<file path="config.mk">
export PLATFORM = sky130hd
export DESIGN_NAME = epoch_to_calendar_unit
export DESIGN_NICKNAME = d
export VERILOG_FILES = /design/src/rtl/ecu_pkg.sv /design/src/rtl/ecu_ctl.sv /design/src/rtl/ecu_dp.sv /design/src/rtl/epoch_to_calendar_unit.sv
export VERILOG_INCLUDE_DIRS = /design/src /design/src/rtl
export SDC_FILE = /design/constraint.sdc
export NUM_CORES = 1
export LEC_CHECK = 0
export ABC_AREA = 1
export BUFFER_PORTS_ARGS = -buffer_cell sky130_fd_sc_hd__buf_2
export CAP_MARGIN = 15
export CELL_PAD_IN_SITES_DETAIL_PLACEMENT = 1
export CELL_PAD_IN_SITES_GLOBAL_PLACEMENT = 1
export CORE_ASPECT_RATIO = 0.7
export CORE_MARGIN = 2
export CORE_UTILIZATION = 40
export DETAILED_ROUTE_END_ITERATION = 16
export PLACE_DENSITY_LB_ADDON = 0.1
export SLEW_MARGIN = 20
export SYNTH_ARGS = -nofsm -noshare
export SYNTH_HDL_FRONTEND = slang
export SYNTH_SLANG_ARGS = --single-unit
</file>
<file path="constraint.sdc">
create_clock -name clock -period 3.5 [get_ports clock]
set_input_delay 0.7 -clock clock [delete_from_list [all_inputs] [get_ports clock]]
set_output_delay 0.7 -clock clock [all_outputs]
set_load 0.03 [all_outputs]
</file>
<file path="src/rtl/epoch_to_calendar_unit_macros.svh">
// Assertion macros shared by the epoch-to-calendar RTL.
`ifndef EPOCH_TO_CALENDAR_UNIT_MACROS_SVH
`define EPOCH_TO_CALENDAR_UNIT_MACROS_SVH

// Same-cycle implication, off during reset.
`define ECU_ASSERT_NOW(label, clk, rst, ante, cons) \
   label: assert property (@(posedge clk) disable iff (rst) (ante) |-> (cons)) \
      else $error("epoch_to_calendar_unit: same-cycle check failed");

// Next-cycle implication, off during reset.
`define ECU_ASSERT_NEXT(label, clk, rst, ante, cons) \
   label: assert property (@(posedge clk) disable iff (rst) (ante) |=> (cons)) \
      else $error("epoch_to_calendar_unit: next-cycle check failed");

`endif

</file>
<file path="src/rtl/ecu_pkg.sv">
// Types, constants and calendar helpers for the epoch-to-calendar unit.
package ecu_pkg;

   localparam int RemWidth  = 31;
   localparam int SpanWidth = 22;

   localparam logic [10:0]          EpochYear   = 11'd1970;
   localparam logic [10:0]          YearMax     = 11'd2038;
   localparam logic [SpanWidth-1:0] SecsPerDay  = 22'd86400;
   localparam logic [SpanWidth-1:0] SecsPerHour = 22'd3600;
   localparam logic [SpanWidth-1:0] SecsPerMin  = 22'd60;
   localparam logic [9:0]           MillisMax   = 10'd999;
   localparam logic [3:0]           MonthLast   = 4'd11;

   // Position of the epoch year within the 4, 100 and 400 year cycles
   localparam logic [1:0] Cycle4Init   = 2'd2;
   localparam logic [6:0] Cycle100Init = 7'd70;
   localparam logic [8:0] Cycle400Init = 9'd370;
   localparam logic [6:0] Cycle100Last = 7'd99;
   localparam logic [8:0] Cycle400Last = 9'd399;

   typedef struct packed {
      logic [30:0] unix_seconds;
      logic [9:0]  millis_in;
   } req_payload_type;

   typedef struct packed {
      logic [10:0] year_out;
      logic [3:0]  month_out;
      logic [4:0]  day_out;
      logic [4:0]  hour_out;
      logic [5:0]  minute_out;
      logic [5:0]  second_out;
      logic [9:0]  millis_out;
   } rsp_payload_type;

   typedef enum logic [2:0] {
      ST_IDLE,
      ST_MONTH,
      ST_DAY,
      ST_HOUR,
      ST_MINUTE,
      ST_FINISH
   } ctl_state_type;

   typedef enum logic [1:0] {
      UNIT_MONTH,
      UNIT_DAY,
      UNIT_HOUR,
      UNIT_MINUTE
   } unit_type;

   typedef struct packed {
      logic     load;
      logic     step;
      unit_type unit;
      logic     publish;
   } dp_cmd_type;

   typedef struct packed {
      logic fits;
   } dp_status_type;

   // Month length in seconds; month is 0-based
   function automatic logic [SpanWidth-1:0] month_span(input logic [3:0] month,
                                                       input logic leap);
      logic [SpanWidth-1:0] span;
      case (month) inside
         4'd1:                   span = leap ? 22'd2505600 : 22'd2419200;
         4'd3, 4'd5, 4'd8, 4'd10: span = 22'd2592000;
         default:                span = 22'd2678400;
      endcase
      return span;
   endfunction

endpackage

</file>
<file path="src/rtl/ecu_ctl.sv">
// Controller state machine sequencing the month walk and time-of-day split.
`include "epoch_to_calendar_unit_macros.svh"

module ecu_ctl (
   input  logic                  clock,
   input  logic                  reset,
   input  logic                  req_valid,
   output logic                  req_ready,
   output logic                  rsp_valid,
   input  logic                  rsp_ready,
   output ecu_pkg::dp_cmd_type   cmd,
   input  ecu_pkg::dp_status_type status
);
   import ecu_pkg::*;

   ctl_state_type state_ff, state_in;
   logic          rsp_valid_ff, rsp_valid_in;
   logic          out_free;

   assign out_free  = !rsp_valid_ff || rsp_ready;
   assign rsp_valid = rsp_valid_ff;

   always_comb begin
      state_in = state_ff;
      unique case (state_ff)
         ST_IDLE:   if (req_valid) state_in = ST_MONTH;
         ST_MONTH:  if (!status.fits) state_in = ST_DAY;
         ST_DAY:    if (!status.fits) state_in = ST_HOUR;
         ST_HOUR:   if (!status.fits) state_in = ST_MINUTE;
         ST_MINUTE: if (!status.fits) state_in = ST_FINISH;
         ST_FINISH: if (out_free) state_in = ST_IDLE;
         default:   state_in = ST_IDLE;
      endcase
   end

   always_comb begin
      cmd       = '0;
      cmd.unit  = UNIT_MONTH;
      req_ready = 1'b0;
      unique case (state_ff)
         ST_IDLE: begin
            req_ready = 1'b1;
            cmd.load  = req_valid;
         end
         ST_MONTH: begin
            cmd.step = 1'b1;
            cmd.unit = UNIT_MONTH;
         end
         ST_DAY: begin
            cmd.step = 1'b1;
            cmd.unit = UNIT_DAY;
         end
         ST_HOUR: begin
            cmd.step = 1'b1;
            cmd.unit = UNIT_HOUR;
         end
         ST_MINUTE: begin
            cmd.step = 1'b1;
            cmd.unit = UNIT_MINUTE;
         end
         ST_FINISH: cmd.publish = out_free;
         default: cmd = '0;
      endcase
   end

   always_comb begin
      rsp_valid_in = rsp_valid_ff;
      if (cmd.publish) begin
         rsp_valid_in = 1'b1;
      end else if (rsp_ready) begin
         rsp_valid_in = 1'b0;
      end
   end

   always_ff @(posedge clock) begin
      if (reset) begin
         state_ff     <= ST_IDLE;
         rsp_valid_ff <= 1'b0;
      end else begin
         state_ff     <= state_in;
         rsp_valid_ff <= rsp_valid_in;
      end
   end

   `ECU_ASSERT_NOW(a_publish_free, clock, reset, cmd.publish, !rsp_valid_ff || rsp_ready)
   `ECU_ASSERT_NEXT(a_load_walks, clock, reset, req_valid && req_ready, state_ff == ST_MONTH)
   `ECU_ASSERT_NEXT(a_publish_shows, clock, reset, cmd.publish, rsp_valid_ff && state_ff == ST_IDLE)

endmodule

</file>
<file path="src/rtl/ecu_dp.sv">
// Datapath: remainder, calendar counters and result register.
`include "epoch_to_calendar_unit_macros.svh"

module ecu_dp (
   input  logic                    clock,
   input  ecu_pkg::req_payload_type req_payload,
   input  ecu_pkg::dp_cmd_type     cmd,
   output ecu_pkg::dp_status_type  status,
   output ecu_pkg::rsp_payload_type rsp_payload
);
   import ecu_pkg::*;

   logic [RemWidth-1:0]  rem_ff;
   logic [10:0]          year_ff;
   logic [3:0]           month_ff;
   logic [4:0]           day_ff;
   logic [4:0]           hour_ff;
   logic [5:0]           minute_ff;
   logic [9:0]           millis_ff;
   logic [1:0]           cyc4_ff;
   logic [6:0]           cyc100_ff;
   logic [8:0]           cyc400_ff;
   rsp_payload_type      rsp_ff;

   logic                 leap;
   logic [SpanWidth-1:0] divisor;
   logic [RemWidth-1:0]  divisor_ext;
   logic                 fits;

   assign leap = (cyc4_ff == 2'd0) && ((cyc100_ff != 7'd0) || (cyc400_ff == 9'd0));

   always_comb begin
      case (cmd.unit)
         UNIT_MONTH:  divisor = month_span(month_ff, leap);
         UNIT_DAY:    divisor = SecsPerDay;
         UNIT_HOUR:   divisor = SecsPerHour;
         UNIT_MINUTE: divisor = SecsPerMin;
         default:     divisor = SecsPerMin;
      endcase
   end

   assign divisor_ext = {{(RemWidth-SpanWidth){1'b0}}, divisor};
   assign fits        = rem_ff >= divisor_ext;
   assign status.fits = fits;

   always_ff @(posedge clock) begin
      if (cmd.load) begin
         rem_ff    <= req_payload.unix_seconds;
         millis_ff <= (req_payload.millis_in > MillisMax) ? 10'd0 : req_payload.millis_in;
         year_ff   <= EpochYear;
         month_ff  <= 4'd0;
         day_ff    <= 5'd0;
         hour_ff   <= 5'd0;
         minute_ff <= 6'd0;
         cyc4_ff   <= Cycle4Init;
         cyc100_ff <= Cycle100Init;
         cyc400_ff <= Cycle400Init;
      end else if (cmd.step && fits) begin
         rem_ff <= rem_ff - divisor_ext;
         case (cmd.unit)
            UNIT_MONTH: begin
               if (month_ff == MonthLast) begin
                  month_ff  <= 4'd0;
                  year_ff   <= year_ff + 11'd1;
                  cyc4_ff   <= cyc4_ff + 2'd1;
                  cyc100_ff <= (cyc100_ff == Cycle100Last) ? 7'd0 : cyc100_ff + 7'd1;
                  cyc400_ff <= (cyc400_ff == Cycle400Last) ? 9'd0 : cyc400_ff + 9'd1;
               end else begin
                  month_ff <= month_ff + 4'd1;
               end
            end
            UNIT_DAY:    day_ff    <= day_ff + 5'd1;
            UNIT_HOUR:   hour_ff   <= hour_ff + 5'd1;
            UNIT_MINUTE: minute_ff <= minute_ff + 6'd1;
            default:     minute_ff <= minute_ff;
         endcase
      end
   end

   always_ff @(posedge clock) begin
      if (cmd.publish) begin
         rsp_ff.year_out   <= year_ff;
         rsp_ff.month_out  <= month_ff + 4'd1;
         rsp_ff.day_out    <= day_ff + 5'd1;
         rsp_ff.hour_out   <= hour_ff;
         rsp_ff.minute_out <= minute_ff;
         rsp_ff.second_out <= rem_ff[5:0];
         rsp_ff.millis_out <= millis_ff;
      end
   end

   assign rsp_payload = rsp_ff;

   `ECU_ASSERT_NOW(a_month_range, clock, 1'b0, cmd.step, month_ff <= MonthLast)
   `ECU_ASSERT_NOW(a_year_range, clock, 1'b0, cmd.step, year_ff <= YearMax)
   `ECU_ASSERT_NEXT(a_hour_count, clock, 1'b0, cmd.step && fits && cmd.unit == UNIT_HOUR, hour_ff == $past(hour_ff) + 5'd1)

endmodule

</file>
<file path="src/rtl/epoch_to_calendar_unit.sv">
// Top level of the epoch-to-calendar unit: controller plus datapath.
//
//   channel   direction  handshake              beat
//   req_      in         req_valid / req_ready  unix_seconds, millis_in
//   rsp_      out        rsp_valid / rsp_ready  year .. second, millis_out
//
// One beat in, one beat out; one item is in work at a time.
// The month walk, one month per cycle through the shared subtractor, dominates the time
// per item, ahead of the day, hour and minute steps.
// The result register frees the walk: a new beat is taken while a result waits.
// Reset (synchronous) returns the controller to idle and drops any pending result.
module epoch_to_calendar_unit (
   input  logic                      clock,
   input  logic                      reset,
   input  logic                      req_valid,
   output logic                      req_ready,
   input  ecu_pkg::req_payload_type  req_payload,
   output logic                      rsp_valid,
   input  logic                      rsp_ready,
   output ecu_pkg::rsp_payload_type  rsp_payload
);
   import ecu_pkg::*;

   dp_cmd_type    cmd;
   dp_status_type status;

   ecu_ctl u_ctl (
      .clock     (clock),
      .reset     (reset),
      .req_valid (req_valid),
      .req_ready (req_ready),
      .rsp_valid (rsp_valid),
      .rsp_ready (rsp_ready),
      .cmd       (cmd),
      .status    (status)
   );

   ecu_dp u_dp (
      .clock       (clock),
      .req_payload (req_payload),
      .cmd         (cmd),
      .status      (status),
      .rsp_payload (rsp_payload)
   );

endmodule

</file>
==> results.toml, run 1 <==
[floorplanning]
rows = 41
io_pins = 94
fp.coreArea_um2 = 18100
fp.dieW_um = 167
dieArea_um2 = 19700
start_util = 0.411
chipHeight_um = 118

[layout]
finalNonFillerCells = 1275
layout-drive-gt1-share = 0.238
num_antenna_cells = 0
fin_nets = 1103
synthToLayoutAreaGrowth_pct = 27.7
stdcell_area_um2 = 9500

[sta]
tightest_slew_ns = 0.999
hold_viol_final = 0
timing.fmax_mhz = 300
fin_skew_ns = 0.00827
grt_setup_unrepaired = "yes"
finalCritPeriodShare = 0.953
layout_setup_ws_ns = 0.166
finalMaxSlewViolations = 0
hold_slack_ns = 0.423
setup_violations = 0
period_minus_slack_ns = 3.33
maxSlewHeadroom = 0.333

[worst_setup_path]
startpoint = "u_dp.cyc400_ff[0]"
worstSetupStartpointType = "register"
critical_path.max_stage_delay_ns = 0.41
critPathKind = "reg2reg"
cp.required_ns = 3.85
critical-path-slowest-cell = "o41ai_4"
crit_path_max_fanout = 6
r2r_cells = 20
critical_path_depth = 20
arrival_ns = 3.68
rrSetupSlack_ns = 0.17
endpoint = "u_dp.cyc400_ff[7]"
crit_top_cell = "nand2_4"
crit_chain = "inv_2 > ha_2 > nand4_1 > o41ai_4 > nand3_4 > nand2_4 > buf_4 > o21ai_2 > ha_4 > nand2_4 > nor2_4 > nand2_2 > nor3_2 > nand2_1 > nand2_4 > o21bai_4 > nor2_8 > clkbuf_16 > nand2_1 > a21oi_1"
r2r-end = "u_dp.cyc400_ff[7]"
rr_startpoint = "u_dp.cyc400_ff[0]"
crit_buf_inv = 3
end_kind = "register"
crit_family = "simple AND/OR/NAND/NOR gates"

[synth]
syn-mean-instance-area_um2 = 8.47
synth_cell_type_count = 44
synth_top_area_share = 0.355
synthCells = 878
ys_seq_elements = 141
netlist_area_um2 = 7440
seq_area_frac_synth = 0.498
yosys_warnings = 0
synth_largest_area_cell = "edfxtp_1"
synth_compound_area_frac = 0.0997
synth_most_common_cell = "nand2_1"
synth_area_leaders = "edfxtp_1 (36%), dfxtp_1 (14%), nand2_1 (11%)"
synth.top_cells.by_count = "nand2_1 (214), inv_1 (103), nor2_1 (102)"
synthAdderAreaFrac = 0.0548
ys.flop_type = "edfxtp_1"
synthArstFlopShare = 0
synth_nets = 955
yosys.area_share.simple = 0.245
synth-edff-count = 88
muxShareOfSynthArea = 0
synth_top_family_by_area = "simple AND/OR/NAND/NOR gates"
yosys.area_share.xor_xnor = 0.0365

[route]
first_pass_iters = 5
wl_per_cell_um = 17.2
vias = 6415
first_iter_violations = 351
drc_errors = 0
drtAntennaViolNets = 0
wl_mm = 22.0
avgViaCountPerCell = 5.03

[power]
ir_worst_vdd_uv = 461
power.leakage_nw = 4.08
p_total_mw = 10.0
powerDensity_nw_per_um2 = 1060

[worst_hold_path]
hp-class = "reg2reg"

[grt]
antenna_found_initial = 0
overflow = 0
grt_usage = 0.217
grt_pass1_wl_mm = 33.7
grt_pass1_vias = 6444
grt_max_degree = 48

[cts]
cts_tree = "yes"
ctsLongestPathBuffers = 2
hold_buffers = 0
cts_root_buf = "clkbuf_16"
clkLatencyLatePin_ns = 0.43
cts.clk_slew.worst_paths_ns = 0.06
numCtsBuffers = 17
clock_sinks = 141
cts_max_level = 4

[placed_design]
dp_hpwl_mm = 15.5
place_congestion = 0.844
dp.cells = 1226
io_buffers = 93
placed_area_um2 = 8450
pre_cts_ws_ns = -0.0702

[status]
status = "completed"

[job]
maxCapViolCount = 0
-- logic make-up (layout without fill, tap and decap cells) --
group	Yosys count	after routing
AO/OA/AOI/OAI	129	129
buffers and inverters	124	285
XOR/XNOR	31	31
flip-flops	141	141
AND/OR/NAND/NOR	421	421
adder cells (fa/ha/maj)	32	32
-- power by group --
part	internal, mW	switching (mW)
Sequential	2.40	0.254
Combinational	2.10	3.46
Clock	1.00	0.808
Total	5.51	4.52
-- how the worst min path moves through the flow --
stage | end | start | depth (start not counted)
after floorplan | u_dp.rsp_payload[0] | u_dp.millis_ff[0] | 0
after global placement | u_dp.rsp_payload[2] | u_dp.millis_ff[2] | 0
after detailed placement | u_dp.rsp_payload[5] | u_dp.millis_ff[5] | 0
after CTS | u_dp.rsp_payload[5] | u_dp.millis_ff[5] | 0
after global routing | u_dp.rsp_payload[2] | u_dp.millis_ff[2] | 0
final | u_dp.rsp_payload[5] | u_dp.millis_ff[5] | 0
-- what timing repair did --
action / CTS / global route
cloned: 0 / 5
endpoints found under the setup margin: 64 / 92
pin swaps: 0 / 27
gates resized for setup: 1 / 66
buffers inserted: 0 / 13
-- cells in the final DEF, fill, tap and decap left out, types with 7 or more instances in the layout --
master	netlist	layout
a21oi_1	49	47
nor2_4	1	7
dfxtp_1	53	52
nand2_1	214	198
edfxtp_1	88	88
nand2_2	3	13
nor2_2	3	7
ha_1	31	22
nor3_1	9	7
nand4_1	15	15
o21ai_1	5	7
buf_2	0	93
clkbuf_16	0	20
o21ai_0	43	39
o211ai_1	8	8
buf_4	3	42
nor2_1	102	92
xor2_1	19	19
nand3_1	59	56
xnor2_1	12	12
inv_1	103	102
-- per-layer routing --
layer | wire (µm) | global-route usage | share of wire | vias up
met5 | 0 | 0 | 0 | -
met4 | 180 | 0.0469 | 0.0082 | 0
met3 | 836 | 0.0477 | 0.038 | 14
met2 | 9500 | 0.321 | 0.43 | 94
met1 | 11500 | 0.323 | 0.52 | 3082
li1 | - | - | - | 3225
-- flip-flops by register name, summed over array words and instances (netlist names) --
signal	flops
u_ctl.rsp_valid	1
u_ctl.state_ff	3
u_dp.cyc100_ff	7
u_dp.cyc400_ff	9
u_dp.cyc4_ff	2
u_dp.day_ff	5
u_dp.hour_ff	5
u_dp.millis_ff	10
u_dp.minute_ff	6
u_dp.month_ff	4
u_dp.rem_ff	31
u_dp.rsp_payload	47
u_dp.year_ff	11
-- area by class of cell --
| type | instances | area [µm²] |
|---|---|---|
| multi-input cells | 613 | 3540 |
| repair buffers | 145 | 978 |
| inverters | 108 | 405 |
| fillers | 2191 | 8610 |
| flip-flops and latches | 141 | 3700 |
| well taps | 236 | 295 |
| clock buffers | 17 | 425 |
| clock inverters | 15 | 153 |
-- worst reg2reg max path: stages, from the launching register on --
cell and delay (ns):
dfxtp_2 0.32, inv_2 0.05, ha_2 0.15, nand4_1 0.14
o41ai_4 0.41, nand3_4 0.18, nand2_4 0.09, buf_4 0.11
o21ai_2 0.07, ha_4 0.32, nand2_4 0.07, nor2_4 0.12
nand2_2 0.08, nor3_2 0.15, nand2_1 0.10, nand2_4 0.12
o21bai_4 0.11, nor2_8 0.25, clkbuf_16 0.20, nand2_1 0.06
a21oi_1 0.14
-- metrics by stage --
step	TNS [ns]	utilization
finish	0	0.524
global route	-2.90	0.524
CTS	0	0.499
detailed placement	-2.63	0.467
global placement	0	0.467
floorplan	0	-
Power figures use the tool's default switching activity.
==> run 2, diff against run 1 <==
--- a/config.mk
+++ b/config.mk
@@ -13,10 +13,11 @@
 export CELL_PAD_IN_SITES_GLOBAL_PLACEMENT = 1
 export CORE_ASPECT_RATIO = 0.7
 export CORE_MARGIN = 2
-export CORE_UTILIZATION = 40
+export CORE_UTILIZATION = 39
 export DETAILED_ROUTE_END_ITERATION = 16
 export PLACE_DENSITY_LB_ADDON = 0.1
 export SLEW_MARGIN = 20
 export SYNTH_ARGS = -nofsm -noshare
 export SYNTH_HDL_FRONTEND = slang
+export SYNTH_HIERARCHICAL = 1
 export SYNTH_SLANG_ARGS = --single-unit
==> run 2 against run 1 <==
  * Flip-flop and latch count did not move
  * Global-route usage rose by 0.49 points
  * Maximum frequency fell by 0.31%
  * Final area rose by 1.3%
  * Core utilization fell by 2.1 points
  * First-iteration DRC count fell by 11%
  * Final cell count rose by 7.0%
  * Clock power barely moved
  * Count of clock-buffer cells in the layout did not move
  * Worst setup slack got worse by 0.010 ns
  * Hold slack improved by 0.0022 ns
  * Register-to-register slack barely moved
==> results.toml, run 2 <==
[floorplanning]
dieArea_um2 = 20900
fp.coreArea_um2 = 19100
fp.dieW_um = 172
chipHeight_um = 122
rows = 42
io_pins = 94
start_util = 0.402

[sta]
tightest_slew_ns = 0.877
period_minus_slack_ns = 3.34
finalCritPeriodShare = 0.955
maxSlewHeadroom = 0.410
finalMaxSlewViolations = 0
grt_setup_unrepaired = "yes"
hold_viol_final = 0
hold_slack_ns = 0.425
fin_skew_ns = 0.0120
setup_violations = 0
timing.fmax_mhz = 299

[route]
avgViaCountPerCell = 4.99
first_iter_violations = 314
vias = 6807
wl_per_cell_um = 16.3
wl_mm = 22.2
drc_errors = 0
drtAntennaViolNets = 0
first_pass_iters = 4

[worst_setup_path]
r2r_cells = 20
crit_path_max_fanout = 8
worstSetupStartpointType = "register"
arrival_ns = 3.69
critPathKind = "reg2reg"
cp.required_ns = 3.85
end_kind = "register"

[placed_design]
io_buffers = 93
dp.cells = 1325
placed_area_um2 = 8700
place_congestion = 0.850
dp_hpwl_mm = 16.1

[grt]
grt_usage = 0.222
grt_max_degree = 71
grt_pass1_vias = 6816
grt_pass1_wl_mm = 35.7
antenna_found_initial = 0
overflow = 0

[layout]
stdcell_area_um2 = 9630
layout-drive-gt1-share = 0.224
finalNonFillerCells = 1364
final_cell_mix = "nand2_1 (255), inv_1 (112), buf_2 (93), edfxtp_1 (88), nor2_1 (84)"
synthToLayoutAreaGrowth_pct = 25.1
num_antenna_cells = 0
largest_register_ffs = 47
fin_nets = 1164
final_common_cell = "nand2_1"

[synth]
yosys_warnings = 6
netlist_area_um2 = 7690
ys.flop_type = "edfxtp_1"
synth_top_area_share = 0.343
synth.top_cells.by_count = "nand2_1 (267), inv_1 (119), nor2_1 (91)"
synth_cell_type_count = 43
synth_largest_area_cell = "edfxtp_1"
synthCells = 953
ys_seq_elements = 141
synth_most_common_cell = "nand2_1"
seq_area_frac_synth = 0.481
synth_area_leaders = "edfxtp_1 (34%), dfxtp_1 (14%), nand2_1 (13%)"
synthArstFlopShare = 0
synth-edff-count = 88
syn-mean-instance-area_um2 = 8.07
synth_nets = 1030

[status]
status = "completed"

[job]
maxCapViolCount = 0

[cts]
cts_root_buf = "clkbuf_16"
hold_buffers = 0
cts.clk_slew.worst_paths_ns = 0.07
ctsLongestPathBuffers = 2
numCtsBuffers = 17
clock_sinks = 141
clkLatencyLatePin_ns = 0.43
cts_tree = "yes"
cts_max_level = 4

[power]
p_total_mw = 10.2
powerDensity_nw_per_um2 = 1060
power.leakage_nw = 4.27
ir_worst_vdd_uv = 376

[worst_hold_path]
min_path_cells = 0
hp-class = "reg2reg"
==> run 2: cell types whose count changed in the layout (fill, tap and decap cells not counted), moves of 7 or more <==
cell | previous run | this run
inv_1 | 102 | 112
o21ai_0 | 39 | 32
nor2_1 | 92 | 84
nand2_1 | 198 | 255
nand4_1 | 15 | 23
nand3_1 | 56 | 68
==> run 2: through the flow <==
stage | TNS [ns] | setup WS, ns | utilization
after floorplan | 0 | 0.0210 | -
after CTS | 0 | 0.00355 | 0.489
after detailed placement | -8.98 | -0.358 | 0.455
after global placement | -5.49 | -0.185 | 0.455
after global routing | -1.21 | -0.0653 | 0.503
final | 0 | 0.156 | 0.503
==> run 2: timing repair <==
action	CTS	global route
setup buffers	3	4
gates resized for setup	8	62
pin swaps	1	19
setup endpoints to repair	89	97
==> run 2: area by class of cell <==
cell class,instances,area [µm²]
fillers,2356,9500
clock inverters,15,189
inverters,124,475
clock buffers,17,425
repair buffers,137,836
well taps,264,330
flip-flops and latches,141,3710
multi-input cells,666,3660
==> run 2: worst paths after layout <==
check / endpoint / slack [ns] / startpoint
max reg2reg: u_dp/hour_ff[2] / 0.16 / u_dp/cyc400_ff[1]
min: u_dp/rsp_payload[9] / 0.42 / u_dp/millis_ff[9]
max: u_dp/hour_ff[2] / 0.16 / u_dp/cyc400_ff[1]
min reg2reg: u_dp/rsp_payload[9] / 0.42 / u_dp/millis_ff[9]
==> run 2: layer usage <==
metal	GRT usage	up-vias	routed length (µm)
li1	-	3407	-
met4	0.0425	0	176
met3	0.0427	15	974
met1	0.333	3252	11500
met2	0.333	133	9570
met5	0	-	0
==> run 2: kinds of logic (layout without fill, tap and decap cells) <==
| kind of cell | Yosys count | after routing | share of synthesized area |
|---|---|---|---|
| adder cells (fa/ha/maj) | 32 | 32 | 0.0530 |
| AND/OR/NAND/NOR | 492 | 492 | 0.276 |
| XOR/XNOR | 31 | 31 | 0.0353 |
| buffers and inverters | 146 | 293 | 0.0753 |
| flip-flops | 141 | 141 | 0.481 |
| AO/OA/AOI/OAI | 111 | 111 | 0.0795 |
==> run 2: critical path, stage by stage, from the launching register on <==
cell and delay (ns):
dfxtp_2 0.34, inv_2 0.05, ha_2 0.15, nand4_1 0.09, nor4_2 0.27, o211ai_1 0.18, buf_4 0.19, nand2_4 0.06
o21ai_4 0.08, ha_4 0.30, inv_2 0.06, nor2_4 0.17, nand2_1 0.07, nor2_1 0.14, nand2_1 0.10, o21bai_1 0.21
nor2_2 0.08, nor2_4 0.20, buf_4 0.21, nand3_1 0.10, a21oi_1 0.20
==> run 2: power by group <==
group / switching [mW] / internal [mW]
Sequential: 0.283 / 2.41
Combinational: 3.61 / 2.05
Clock: 0.871 / 0.972
Total: 4.77 / 5.43
==> run 3, diff against run 2 <==
--- a/config.mk
+++ b/config.mk
@@ -13,7 +13,8 @@
 export CELL_PAD_IN_SITES_GLOBAL_PLACEMENT = 1
 export CORE_ASPECT_RATIO = 0.7
 export CORE_MARGIN = 2
-export CORE_UTILIZATION = 39
+export CORE_UTILIZATION = 41
+export CTS_BUF_LIST = sky130_fd_sc_hd__clkbuf_4
 export DETAILED_ROUTE_END_ITERATION = 16
 export PLACE_DENSITY_LB_ADDON = 0.1
 export SLEW_MARGIN = 20
==> run 3 against run 2 <==
  * Sequential share of layout area about the same
  * Hold slack got worse by 0.11 ns
  * Flip-flop and latch count unchanged
  * Clock power decreased by 41%
  * Count of clock-buffer cells in the layout unchanged
  * Via count increased by 2.7%
  * Critical path type unchanged
  * Critical endpoint is now u_dp/year_ff[0]
  * Largest power group unchanged
==> results.toml, run 3 (same netlist as run 2, synthesis figures left out) <==
[layout]
fin_nets = 1194
fin_util = 0.530
num_antenna_cells = 0
largest_register_ffs = 47
final_common_cell = "nand2_1"
layout-drive-gt1-share = 0.257
synthToLayoutAreaGrowth_pct = 25.5
final_cell_mix = "nand2_1 (247), inv_1 (112), buf_2 (93), edfxtp_1 (88), nor2_1 (82)"
finalNonFillerCells = 1366
num-fill-cells = 2254

[worst_hold_path]
hp-class = "in2reg"
min_to = "u_ctl/rsp_valid"
min_path_cells = 2
hp-start = "reset"

[sta]
period_minus_slack_ns = 3.46
timing.fmax_mhz = 289
hold_slack_ns = 0.315
finalCritPeriodShare = 0.988
hold_viol_final = 0
finalMaxSlewViolations = 0
tightest_slew_ns = 1.06
maxSlewHeadroom = 0.293
fin_skew_ns = 0.0260
fin_tns_setup_ns = 0
setup_violations = 0

[route]
avgViaCountPerCell = 5.12
drc_errors = 0
first_pass_iters = 4
first_iter_violations = 397
wl_per_cell_um = 16.8
wl_mm = 23.0
vias = 6994
drtAntennaViolNets = 0

[floorplanning]
rows = 41
fp.coreArea_um2 = 18200
start_util = 0.423
fp.dieW_um = 168
dieArea_um2 = 19900
chipHeight_um = 119
io_pins = 94

[grt]
antenna_found_initial = 0
grt_pass1_wl_mm = 34.6
grt_pass1_vias = 6775
grt_usage = 0.219
overflow = 0
grt_max_degree = 71

[power]
powerDensity_nw_per_um2 = 1040
power.leakage_nw = 4.32
ir_worst_vdd_uv = 420

[worst_setup_path]
arrival_ns = 3.92
end_kind = "register"
rr_startpoint = "u_dp/month_ff[1]"
crit_path_max_fanout = 8
rrSetupSlack_ns = 0.04
critPathKind = "reg2reg"
r2r-end = "u_dp/year_ff[0]"
r2r_cells = 23
worstSetupStartpointType = "register"
cp.required_ns = 3.97

[cts]
cts_max_level = 4
cts_tree = "yes"
clock_sinks = 141
cts_root_buf = "clkbuf_4"
clkLatencyLatePin_ns = 0.57
ctsLongestPathBuffers = 2
cts.clk_slew.worst_paths_ns = 0.15
numCtsBuffers = 17

[placed_design]
dp.cells = 1320
place_congestion = 0.883
dp_hpwl_mm = 16.4
io_buffers = 93

[job]
maxCapViolCount = 0

[status]
status = "completed"
## run 3: metal layers
layer | share of wire | vias up | GRT usage
li1 | - | 3464 | -
met5 | 0 | - | 0
met4 | 0.0079 | 0 | 0.0451
met1 | 0.50 | 3335 | 0.334
met2 | 0.43 | 178 | 0.323
met3 | 0.053 | 17 | 0.0409
## run 3: layout make-up
| cell class | instances | area, µm² | area share |
|---|---|---|---|
| flip-flops and latches | 141 | 3720 | 0.385 |
| clock inverters | 15 | 169 | 0.0175 |
| multi-input cells | 666 | 3720 | 0.385 |
| well taps | 236 | 295 | 0.0306 |
| repair buffers | 167 | 1150 | 0.119 |
| clock buffers | 17 | 128 | 0.0132 |
| inverters | 124 | 479 | 0.0496 |
## run 3: worst max path at each step
stage / from / end / slack (ns) / depth (start not counted)
global placement: u_dp/cyc400_ff[0] / u_dp/rem_ff[12] / -0.28 / 17
CTS: u_dp/cyc400_ff[1] / u_ctl/state_ff[0] / 0.003 / 26
global route: u_ctl/state_ff[1] / u_dp/day_ff[1] / -0.12 / 23
floorplan: u_ctl/state_ff[1] / u_dp/rem_ff[10] / 0.02 / 18
detailed placement: u_dp/cyc400_ff[1] / u_dp/rem_ff[28] / -0.36 / 19
finish: u_dp/month_ff[1] / u_dp/year_ff[0] / 0.04 / 23
## run 3: where the power goes
group	internal [mW]	switching, mW	leakage [nW]
sequential	2.41	0.277	1.25
combinational	2.41	3.83	2.92
clock	0.333	0.760	0.153
total	5.15	4.87	4.32
## run 3: repair_timing
item,CTS,global route
cloned,0,4
pin swaps,2,25
endpoints found under the setup margin,87,96
resized for setup,9,84
hold buffers,0,0
setup buffers,1,10
## run 3: through the flow
step,power (mW),setup slack (ns),cell area (µm²)
final,10.0,0.0407,9660
after global routing,10.8,-0.125,9660
after CTS,9.16,0.00349,9180
after detailed placement,7.98,-0.364,8850
after global placement,7.85,-0.278,8850
after floorplan,5.97,0.0210,7700
## run 3: worst max-delay path, cell delays in order (launching register included)
cell and delay [ns]:
dfxtp_4 0.39, inv_2 0.07, ha_1 0.15, inv_1 0.06
nor3_1 0.16, buf_4 0.18, o211ai_1 0.15, buf_4 0.19
nand2_2 0.07, o21ai_4 0.09, ha_4 0.32, inv_4 0.05
nor2_4 0.18, nand2_2 0.09, nor2_4 0.14, nand2_2 0.10
nor2_2 0.11, nor2_2 0.06, nand3_4 0.15, nand4_4 0.12
buf_12 0.19, buf_6 0.13, o21ai_1 0.14, nor2_1 0.06
